$ cat config.mk
export PLATFORM = sky130hd
export DESIGN_NAME = bspb_ctrl
export DESIGN_NICKNAME = d
export VERILOG_FILES = /design/src/sv/bspb_pkg.sv /design/src/sv/bspb_ctrl.sv
export VERILOG_INCLUDE_DIRS = /design/src /design/src/sv
export SDC_FILE = /design/constraint.sdc
export NUM_CORES = 1
export LEC_CHECK = 0
export ABC_AREA = 1
export BUFFER_PORTS_ARGS = -buffer_cell sky130_fd_sc_hd__buf_2
export CAP_MARGIN = 10
export CORE_AREA = 8 8 45 47
export CTS_CLUSTER_DIAMETER = 30
export CTS_CLUSTER_SIZE = 10
export DETAILED_ROUTE_END_ITERATION = 8
export DIE_AREA = 0 0 53 55
export RECOVER_POWER = 25
export SLEW_MARGIN = 20
export SYNTH_ARGS = -nofsm -noshare
export SYNTH_HDL_FRONTEND = slang
export SYNTH_SLANG_ARGS = --single-unit
$ cat constraint.sdc
create_clock -name clock -period 0.8 [get_ports clock]
set_input_delay 0.04 -clock clock [delete_from_list [all_inputs] [get_ports clock]]
set_output_delay 0.04 -clock clock [all_outputs]
set_load 0.01 [all_outputs]
$ cat src/sv/bayer_same_phase_binning_assert.svh
// Assertion macros for the binning block's RTL files.
// Depends on nothing; included by the modules that carry assertions.
`ifndef BAYER_SAME_PHASE_BINNING_ASSERT_SVH
`define BAYER_SAME_PHASE_BINNING_ASSERT_SVH

// Same-cycle implication.
`define BSPB_ASSERT_NOW(label, clk, rst, ante, cons, msg) \
   label: assert property (@(posedge clk) disable iff (rst) (ante) |-> (cons)) \
      else $error(msg);

// Next-cycle implication.
`define BSPB_ASSERT_NEXT(label, clk, rst, ante, cons, msg) \
   label: assert property (@(posedge clk) disable iff (rst) (ante) |=> (cons)) \
      else $error(msg);

`endif

$ cat src/sv/bspb_pkg.sv
// Package for the Bayer same-phase binning block: widths, defaults, CSR map,
// controller state type and controller/datapath command and status structs.
// Depends on nothing.
package bspb_pkg;

   localparam int MAX_WIDTH_DEF  = 4096;
   localparam int MAX_FACTOR_DEF = 16;

   localparam int PIX_W        = 8;
   localparam int SUM_W        = 14;
   localparam int ROW_W        = 12;
   localparam int HEIGHT_LIMIT = 4096;
   localparam int PHASES       = 4;
   localparam int DIM_W        = 13;
   localparam int SCALE_W      = 5;
   localparam int CSR_ADDR_W   = 4;
   localparam int CSR_DATA_W   = 32;

   localparam logic [PIX_W-1:0]   PIX_MAX      = 8'd255;
   localparam logic [DIM_W-1:0]   WIDTH_RST    = 13'd1920;
   localparam logic [DIM_W-1:0]   HEIGHT_RST   = 13'd1080;
   localparam logic [SCALE_W-1:0] SCALE_RST    = 5'd2;

   typedef enum logic [1:0] {
      CSR_FRAME_WIDTH  = 2'd0,
      CSR_FRAME_HEIGHT = 2'd1,
      CSR_SCALE_FACTOR = 2'd2
   } csr_idx_type;

   typedef enum logic [1:0] {
      S_IDLE = 2'd0,
      S_ACC  = 2'd1,
      S_DIV  = 2'd2,
      S_OUT  = 2'd3
   } ctrl_state_type;

   typedef struct packed {
      logic take;       // pixel beat accepted: decode and advance counters
      logic store;      // update line store entry
      logic div_start;  // launch rounding divide
      logic load_rsp;   // move quotient to output register
   } ctrl_cmd_type;

   typedef struct packed {
      logic emit;       // current pixel closes a whole block
      logic div_busy;
      logic rsp_busy;   // output register full and not drained this cycle
   } dp_status_type;

endpackage

$ cat src/sv/bspb_ctrl.sv
// Controller state machine: sequences take, line-store update, divide and
// result load. Depends on bspb_pkg and the assertion macro header.
`include "bayer_same_phase_binning_assert.svh"

module bspb_ctrl (
   input  logic                    clock,
   input  logic                    reset,
   input  logic                    req_valid,
   output logic                    req_ready,
   input  bspb_pkg::dp_status_type status,
   output bspb_pkg::ctrl_cmd_type  cmd
);

   import bspb_pkg::*;

   ctrl_state_type state_ff, state_in;

   always_ff @(posedge clock) begin
      if (reset) begin
         state_ff <= S_IDLE;
      end else begin
         state_ff <= state_in;
      end
   end

   always_comb begin
      state_in  = state_ff;
      cmd       = '0;
      req_ready = 1'b0;
      unique case (state_ff)
         S_IDLE: begin
            req_ready = 1'b1;
            if (req_valid) begin
               cmd.take = 1'b1;
               state_in = S_ACC;
            end
         end
         S_ACC: begin
            cmd.store = 1'b1;
            if (status.emit) begin
               cmd.div_start = 1'b1;
               state_in      = S_DIV;
            end else begin
               state_in = S_IDLE;
            end
         end
         S_DIV: begin
            if (!status.div_busy) begin
               state_in = S_OUT;
            end
         end
         S_OUT: begin
            if (!status.rsp_busy) begin
               cmd.load_rsp = 1'b1;
               state_in     = S_IDLE;
            end
         end
         default: begin
            state_in = S_IDLE;
         end
      endcase
   end

   `BSPB_ASSERT_NEXT(a_div_launch, clock, reset, cmd.div_start, state_ff == S_DIV && status.div_busy, "divider not busy after launch")
   `BSPB_ASSERT_NOW(a_load_free, clock, reset, cmd.load_rsp, !status.rsp_busy, "result loaded over a pending beat")
   `BSPB_ASSERT_NEXT(a_take_acc, clock, reset, req_valid && req_ready, state_ff == S_ACC && !req_ready, "take not followed by accumulate")

endmodule

==> flow_summary.yaml, run 1 <==
finish:
  final_util_pct: 18.9
  nFillCells: 168
  antenna_cells: 0
  seqCellArea_um2: 47.5
  multiInputGateArea_um2: 83.8
  stdcell_count: 51
  area_growth_pct: 118
  drive_gt1_share_pct: 62.9
  nNetsFinal: 43
detailed_routing:
  wl_per_cell_um: 8.24
  remaining_drc_errors: 0
  route.vias.total: 176
  first_iter_violations: 0
  drt_wl_total_um: 420
  drt_pass1_iterations: 1
  viasPerCell: 3.45
  ant_nets: 0
floorplanning:
  coreArea_mm2: 0.00138
  die_w_um: 53
  die-area_mm2: 0.00292
  die_y_um: 55
  start_util_pct: 8.68
  rows: 14
  ios: 11
power:
  clkPwrFrac_pct: 44.4
  finalPower_uw: 484
  power.switching_uw: 142
  p_per_area_mw_per_mm2: 1850
  combPwrFrac_pct: 26.9
  p_int_uw: 342
  p_seq_share_pct: 28.7
  p_leak_nw: 0.144
  swShare_pct: 29.4
  ir_worst_vdd_v: 0.000333
status:
  outcome: "finished with violations"
  violations: "setup timing"
yosys:
  synth_compound_area_share_pct: 4.17
  synthAdderAreaFrac_pct: 0
  netlist_top_cells_area: "dfxtp_1 (33%), inv_1 (16%), nand2_1 (16%), nor2_1 (9.4%), nand3_1 (8.3%)"
  synth_mux_area_share_pct: 0
  synthesis.nets: 27
  synth_area_per_cell_um2: 5.72
  synth_top_family_by_area: "simple AND/OR/NAND/NOR gates"
  ys_ff_latch: 2
  yosys.area.top_type_share_pct: 33.3
  yosysSeqAreaShare_pct: 33.3
  ys_warn_count: 0
  synthCells: 21
  post_synth_xor_area_fraction_pct: 0
  synth.distinct_cells: 9
  yosys.area_share.simple_pct: 43.8
  synth_top_cell_by_area: "dfxtp_1"
  syn_area_um2: 120
timing:
  finalClockSkew_ps: 3.14
  fmax_mhz: 1100
  tns_ps: -477
  rsz0062_at_grt: "yes"
  worst_slack_ps: -111
  final_hold_viol_count: 0
  layout_min_cycle_time_ps: 911
  slew_headroom_pct: 92.8
  post-route-period-util_pct: 114
  worst_pin_slew_ps: 107
  finalSetupViolations: 5
  maxSlewViolCount: 0
worst_setup_path:
  path_max_fanout: 5
  cpLargestDelayFamily: "flip-flops"
  worstPathRequired_ps: 760
  path_buf_inv: 3
  endpoint_kind: "output pin"
  crit_arrival_ps: 870
  critPathLaunchType: "flop"
  crit_path_top_delay_cell: "dfxtp_4"
  path_class: "reg -> out"
  cpPeakStageDelay_ps: 360
  cp_cell_sequence: "inv_4 > nand3_2 > inv_1 > buf_2"
clock_tree:
  h-tree-depth: 1
  path_clk_slew_ps: 30
  clk_latency_ps: 220
  cts_buffers: 3
  numClockSinks: 2
  cts_root_buffer: "clkbuf_4"
  cts_tree: "built"
  clk_path_buf_depth: 2
worst_hold_path:
  hold_path.class: "in -> reg"
  hold_start: "status[1]"
placed_design:
  place_congestion: 0.778
  dp.cells: 47
  dpl.hpwl_um: 313
  numPortBuffers: 10
global_routing:
  grt_pass1_vias: 158
  grt_use_total_pct: 3.38
  antenna_found_initial: 0
  grt_max_degree: 7
  grt_first_pass_wirelength_um: 621
  overflow: 0
flow_run:
  drv_cap: 0
[routing by layer]
metal	part of all wire (%)	global-route usage, %
met5	0	0
met4	0	1.29
met3	19	5.08
met2	45	4.88
met1	36	2.27
[final cells by class]
type / instances / area share [%]
clock buffers: 3 / 8.61
inverters: 6 / 9.57
multi-input cells: 13 / 32.1
flip-flops and latches: 2 / 18.2
well taps: 16 / 7.66
repair buffers: 11 / 23.9
[worst paths after layout]
path                         endpoint  slack, ps  cells past startpoint
max                            cmd[1]       -110                      4
min          state_ff[0]$_SDFFE_PP0P_        110                      4
max reg2reg                      flop         10                      4
min reg2reg                      flop        530                      2
[cell usage in the layout (no fill, tap or decap), types with 2 or more instances in the layout]
| master | instances |
|---|---|
| dfxtp_4 | 2 |
| nand2_1 | 4 |
| clkbuf_4 | 3 |
| buf_2 | 9 |
| nor2_2 | 2 |
| inv_1 | 5 |
[repair_timing]
action / in CTS / in global routing
endpoints found under the hold margin: 1 / 0
setup buffers: 1 / 0
setup endpoints to repair: 5 / 7
gates resized for setup: 10 / 1
pin swaps: 3 / 2
hold buffers: 1 / 0
[Yosys cell counts (all sizes together)]
master,n
a21oi,1
nor3,1
nand2,5
dfxtp,2
nand3,2
nor2,3
inv,6
nand3b,1
[tightest hold or removal path: cells and delay by family]
family | cells | cell delay, ps
buf+inv | 1 | 80
simple gates | 3 | 180
[kinds of logic after synthesis]
kind of cell | Yosys count
flops | 2
simple gates | 12
buf+inv | 6
compound gates | 1
[power by group through the flow]
stage          Sequential, mW  Clock [mW]  Combinational (mW)
2_1_floorplan           0.127           0              0.0643
3_3_place_gp            0.130           0               0.110
3_5_place_dp            0.131           0               0.109
4_1_cts                 0.140       0.229               0.131
5_1_grt                 0.144       0.243               0.144
6_report                0.139       0.215               0.130
[through the flow]
step	hold slack, ps	instance area [µm²]	setup slack [ps]
2_1_floorplan	109	123	35.8
3_3_place_gp	209	193	10.1
3_5_place_dp	217	193	-1.87
4_1_cts	97.8	264	-120
5_1_grt	134	262	-168
6_report	112	262	-111
Note: power is estimated with default switching activity, not from simulation.
==> inputs of run 2 (changes only) <==
Settings changed: TNS_END_PERCENT set to 1.
==> run 2 against run 1 <==
Compared with the run above:
- the run still ends with setup timing left
- core utilization down 0.45 points
- via count up 2.3%
- sequential power about the same
- total power down 1.6%
- clock power about the same
- combinational power down 6%
- maximum frequency about the same
- non-clock buffer count unchanged
- clock skew about the same
- clock-buffer cell count unchanged
- critical endpoint is now cmd[2]
==> flow_summary.yaml, run 2 (synthesized netlist as in run 1, its figures left out) <==
worst_setup_path:
  path_buf_inv: 3
  critical_path_depth: 4
  path_max_fanout: 5
  cpLargestDelayFamily: "flip-flops"
  path_class: "reg -> out"
  critPathLaunchType: "flop"
  crit_path_top_delay_cell: "dfxtp_4"
  cp_cell_sequence: "inv_4 > nand2_1 > inv_1 > buf_2"
  worstPathRequired_ps: 760
  crit_arrival_ps: 870
  cpPeakStageDelay_ps: 370
  endpoint_kind: "output pin"
  reg2regPathDepth: 4
placed_design:
  post_dp_cell_area_um2: 193
  numPortBuffers: 10
  place_congestion: 0.778
  dpl.hpwl_um: 313
floorplanning:
  die_w_um: 53
  ios: 11
  die_y_um: 55
  die-area_mm2: 0.00292
  rows: 14
  start_util_pct: 8.68
  coreArea_mm2: 0.00138
clock_tree:
  cts_tree: "built"
  h-tree-depth: 1
  cts_root_buffer: "clkbuf_4"
  path_clk_slew_ps: 30
  cts_buffers: 3
  clk_latency_ps: 220
  clk_path_buf_depth: 2
  numClockSinks: 2
global_routing:
  grt.busiest_layer: "met3"
  use_met3_pct: 5.08
  antenna_found_initial: 0
  grt_first_pass_wirelength_um: 572
  grt_pass1_vias: 143
  overflow: 0
  grt_use_met2_pct: 4.30
  use_met1_pct: 2.12
  grt_max_degree: 7
  grt_use_total_pct: 3.17
finish:
  mostFrequentLayoutCell: "buf_2"
  nFillCells: 169
  fin_area_um2: 255
  antenna_cells: 0
  drive_gt1_share_pct: 60.0
  area_growth_pct: 113
  nNetsFinal: 43
  final_util_pct: 18.4
  final_cell_mix: "buf_2 (10), inv_1 (5), nand2_1 (4)"
timing:
  post-route-period-util_pct: 114
  fmax_mhz: 1100
  worst_pin_slew_ps: 107
  finalClockSkew_ps: 3.14
  final_hold_viol_count: 0
  maxSlewViolCount: 0
  slew_headroom_pct: 92.8
  rsz0062_at_grt: "yes"
  layout_min_cycle_time_ps: 912
  worst_slack_ps: -112
  finalSetupViolations: 5
worst_hold_path:
  hold_depth: 3
  hold_start: "status[2]"
  hold_path.class: "in -> reg"
detailed_routing:
  drt_pass1_iterations: 2
  drt_wl_total_um: 410
  route.vias.total: 180
  remaining_drc_errors: 0
  wl_per_cell_um: 8.04
  ant_nets: 0
  first_iter_violations: 2
  viasPerCell: 3.53
power:
  p_per_area_mw_per_mm2: 1870
  p_leak_nw: 0.144
  ir_worst_vdd_v: 0.000333
flow_run:
  drv_cap: 0
status:
  violations: "setup timing"
  outcome: "finished with violations"
[run 2: cell type report]
cell class                 instances  area (µm²)  area share, %
clock buffer                       3        22.5           8.82
inverter                           6        25.0           9.80
tap                               16        20.0           7.84
multi-input combinational         13        80.1           31.4
sequential                         2        47.5           18.6
timing repair buffer              11        60.1           23.5
[run 2: what timing repair did]
item	CTS	global route
cloned	0	0
hold endpoints to repair	1	0
gates resized for setup	9	1
pin swaps	2	0
endpoints found under the setup margin	5	6
hold buffers	1	0
buffers inserted	0	0
[run 2: metal layers]
metal / wire [µm] / up-vias / part of all wire (%)
li1: - / 94 / -
met1: 148 / 79 / 36
met2: 182 / 7 / 44
met3: 79 / 0 / 19
met4: 0 / 0 / 0
met5: 0 / - / 0
[run 2: per-stage QoR]
stage	TNS (ps)	std cells	hold slack (ps)	power, mW	setup WS [ps]
final	-476	51	89.5	0.477	-112
after global routing	-794	51	85.4	0.521	-164
after CTS	-541	51	88.8	0.491	-120
after detailed placement	-2.29	47	217	0.240	-1.87
after global placement	0	47	209	0.240	10.1
after floorplan	0	21	109	0.192	35.8
[run 2: final timing paths]
kind / to / slack (ps)
setup / recovery: cmd[2] / -110
hold / removal: flop / 90
setup reg to reg: state_ff[0]$_SDFFE_PP0P_ / 70
hold reg to reg: flop / 510
[run 2: worst register-to-register path: stages, from the launching register on]
cell and delay, ps:
dfxtp_4 370, inv_4 50, nand2_1 70, nand3b_1 80
nor2_1 90
[run 2: where the power goes]
| group | switching [mW] | total, mW | internal (mW) |
|---|---|---|---|
| sequential | 0.0255 | 0.139 | 0.114 |
| clock | 0.0499 | 0.215 | 0.165 |
| combinational | 0.0639 | 0.122 | 0.0585 |
| total | 0.139 | 0.477 | 0.337 |
==> inputs of run 3 (changes only) <==
Clock period 0.8 ns to 0.9 ns, I/O delays scaled along.
==> run 3 against run 2 <==
Compared with the run above:
- the flow still finishes with violations (setup timing)
- critical endpoint is now cmd[0]
- core utilization increased by 0.90 points
- register-to-register slack improved by 40 ps
- sequential cell count unchanged
- via count decreased by 2.2%
- highest routed layer unchanged
==> flow_summary.yaml, run 3 (synthesized netlist as in run 1, its figures left out) <==
floorplanning:
  coreArea_mm2: 0.00138
  die_y_um: 55
  die-area_mm2: 0.00292
  die_w_um: 53
  rows: 14
  ios: 11
  start_util_pct: 8.68
clock_tree:
  path_clk_slew_ps: 30
  cts_tree: "built"
  numClockSinks: 2
  cts_buffers: 3
  clk_path_buf_depth: 2
  h-tree-depth: 1
  clk_latency_ps: 220
  cts_root_buffer: "clkbuf_4"
timing:
  post-route-period-util_pct: 102
  finalClockSkew_ps: 2.09
  slew_headroom_pct: 92.7
  layout_min_cycle_time_ps: 916
  whs_ps: 93.6
  worst_pin_slew_ps: 109
  rsz0062_at_grt: "yes"
  finalSetupViolations: 4
  worst_slack_ps: -16.3
  final_hold_viol_count: 0
  maxSlewViolCount: 0
  fmax_mhz: 1090
worst_hold_path:
  hold_depth: 4
  hold_path.class: "in -> reg"
global_routing:
  antenna_found_initial: 0
  overflow: 0
  grt_first_pass_wirelength_um: 565
  grt_use_total_pct: 3.27
  grt_max_degree: 7
  grt_pass1_vias: 169
worst_setup_path:
  cp_cell_sequence: "nand2_4 > nor2_2 > buf_2"
  path_class: "reg -> out"
  endpoint_kind: "output pin"
  crit_arrival_ps: 870
  cpPeakStageDelay_ps: 380
  reg2regPathDepth: 4
  critPathLaunchType: "flop"
  worstPathRequired_ps: 850
  crit_path_top_delay_cell: "dfxtp_4"
  path_max_fanout: 6
power:
  p_seq_share_pct: 28.1
  finalPower_uw: 435
  ir_worst_vdd_v: 0.000226
  p_per_area_mw_per_mm2: 1620
  p_leak_nw: 0.152
  power.switching_uw: 128
  p_int_uw: 307
  clkPwrFrac_pct: 45.3
  combPwrFrac_pct: 26.6
  swShare_pct: 29.3
detailed_routing:
  remaining_drc_errors: 0
  wl_per_cell_um: 7.91
  drt_wl_total_um: 419
  route.vias.total: 176
  viasPerCell: 3.32
  ant_nets: 0
  first_iter_violations: 0
  drt_pass1_iterations: 1
finish:
  nFillCells: 164
  mostFrequentLayoutCell: "buf_2"
  drive_gt1_share_pct: 59.5
  multiInputGateArea_um2: 77.6
  seqCellArea_um2: 47.5
  area_growth_pct: 123
  nNetsFinal: 45
  final_cell_mix: "buf_2 (10), inv_1 (5), nand2_1 (4)"
  antenna_cells: 0
  final_util_pct: 19.3
status:
  violations: "setup timing"
  outcome: "finished with violations"
placed_design:
  place_congestion: 0.612
  numPortBuffers: 10
  dpl.hpwl_um: 330
flow_run:
  drv_cap: 0
-- run 3: path summary, 6_finish.rpt --
path / startpoint / endpoint / slack [ps]
worst max-delay path: state_ff[0]$_SDFFE_PP0P_ / cmd[0] / -20
worst min-delay path: status[1] / state_ff[0]$_SDFFE_PP0P_ / 90
worst max register to register: flop / flop / 110
worst min register to register: flop / flop / 500
-- run 3: cell type report --
| cell class | count | area share [%] |
|---|---|---|
| clock buffer | 3 | 8.41 |
| inverter | 6 | 9.35 |
| multi-input combinational | 13 | 29.0 |
| sequential | 2 | 17.8 |
| tap | 16 | 7.48 |
| timing repair buffer | 13 | 28.0 |
-- run 3: what timing repair did --
item / CTS / global route
gates resized for setup: 7 / 3
hold endpoints to repair: 1 / 0
buffers inserted: 1 / 1
endpoints found under the setup margin: 5 / 5
pin swaps: 2 / 2
hold buffers: 1 / 0
-- run 3: stage by stage --
step	setup TNS, ps	cell area [µm²]	cells	setup slack [ps]
after floorplan	0	120	21	81.8
after global placement	0	190	47	128
after detailed placement	0	190	47	125
after CTS	-101	250	52	-29.3
after global routing	-302	268	53	-75.5
final	-43.2	268	53	-16.3
-- run 3: worst max-delay path, delay by kind of cell (launching register included) --
kind | cells | cell delay (ps)
simple gates | 2 | 140
flops | 1 | 380
buf+inv | 1 | 130
-- run 3: per-layer routing --
metal  vias to the layer above  share of wire, %  global-route usage (%)
met4                         0                 0                    3.88
met3                         0                18                    4.81
met5                         -                 0                       0
met2                         5                59                    5.08
met1                        75                22                    1.06
li1                         96                 -                       -
-- run 3: power groups by stage --
stage | Sequential [mW] | Combinational, mW | Clock [mW]
3_3_place_gp | 0.114 | 0.0945 | 0
3_5_place_dp | 0.115 | 0.0954 | 0
5_1_grt | 0.126 | 0.128 | 0.219
6_report | 0.122 | 0.116 | 0.197
4_1_cts | 0.119 | 0.109 | 0.211
2_1_floorplan | 0.112 | 0.0556 | 0
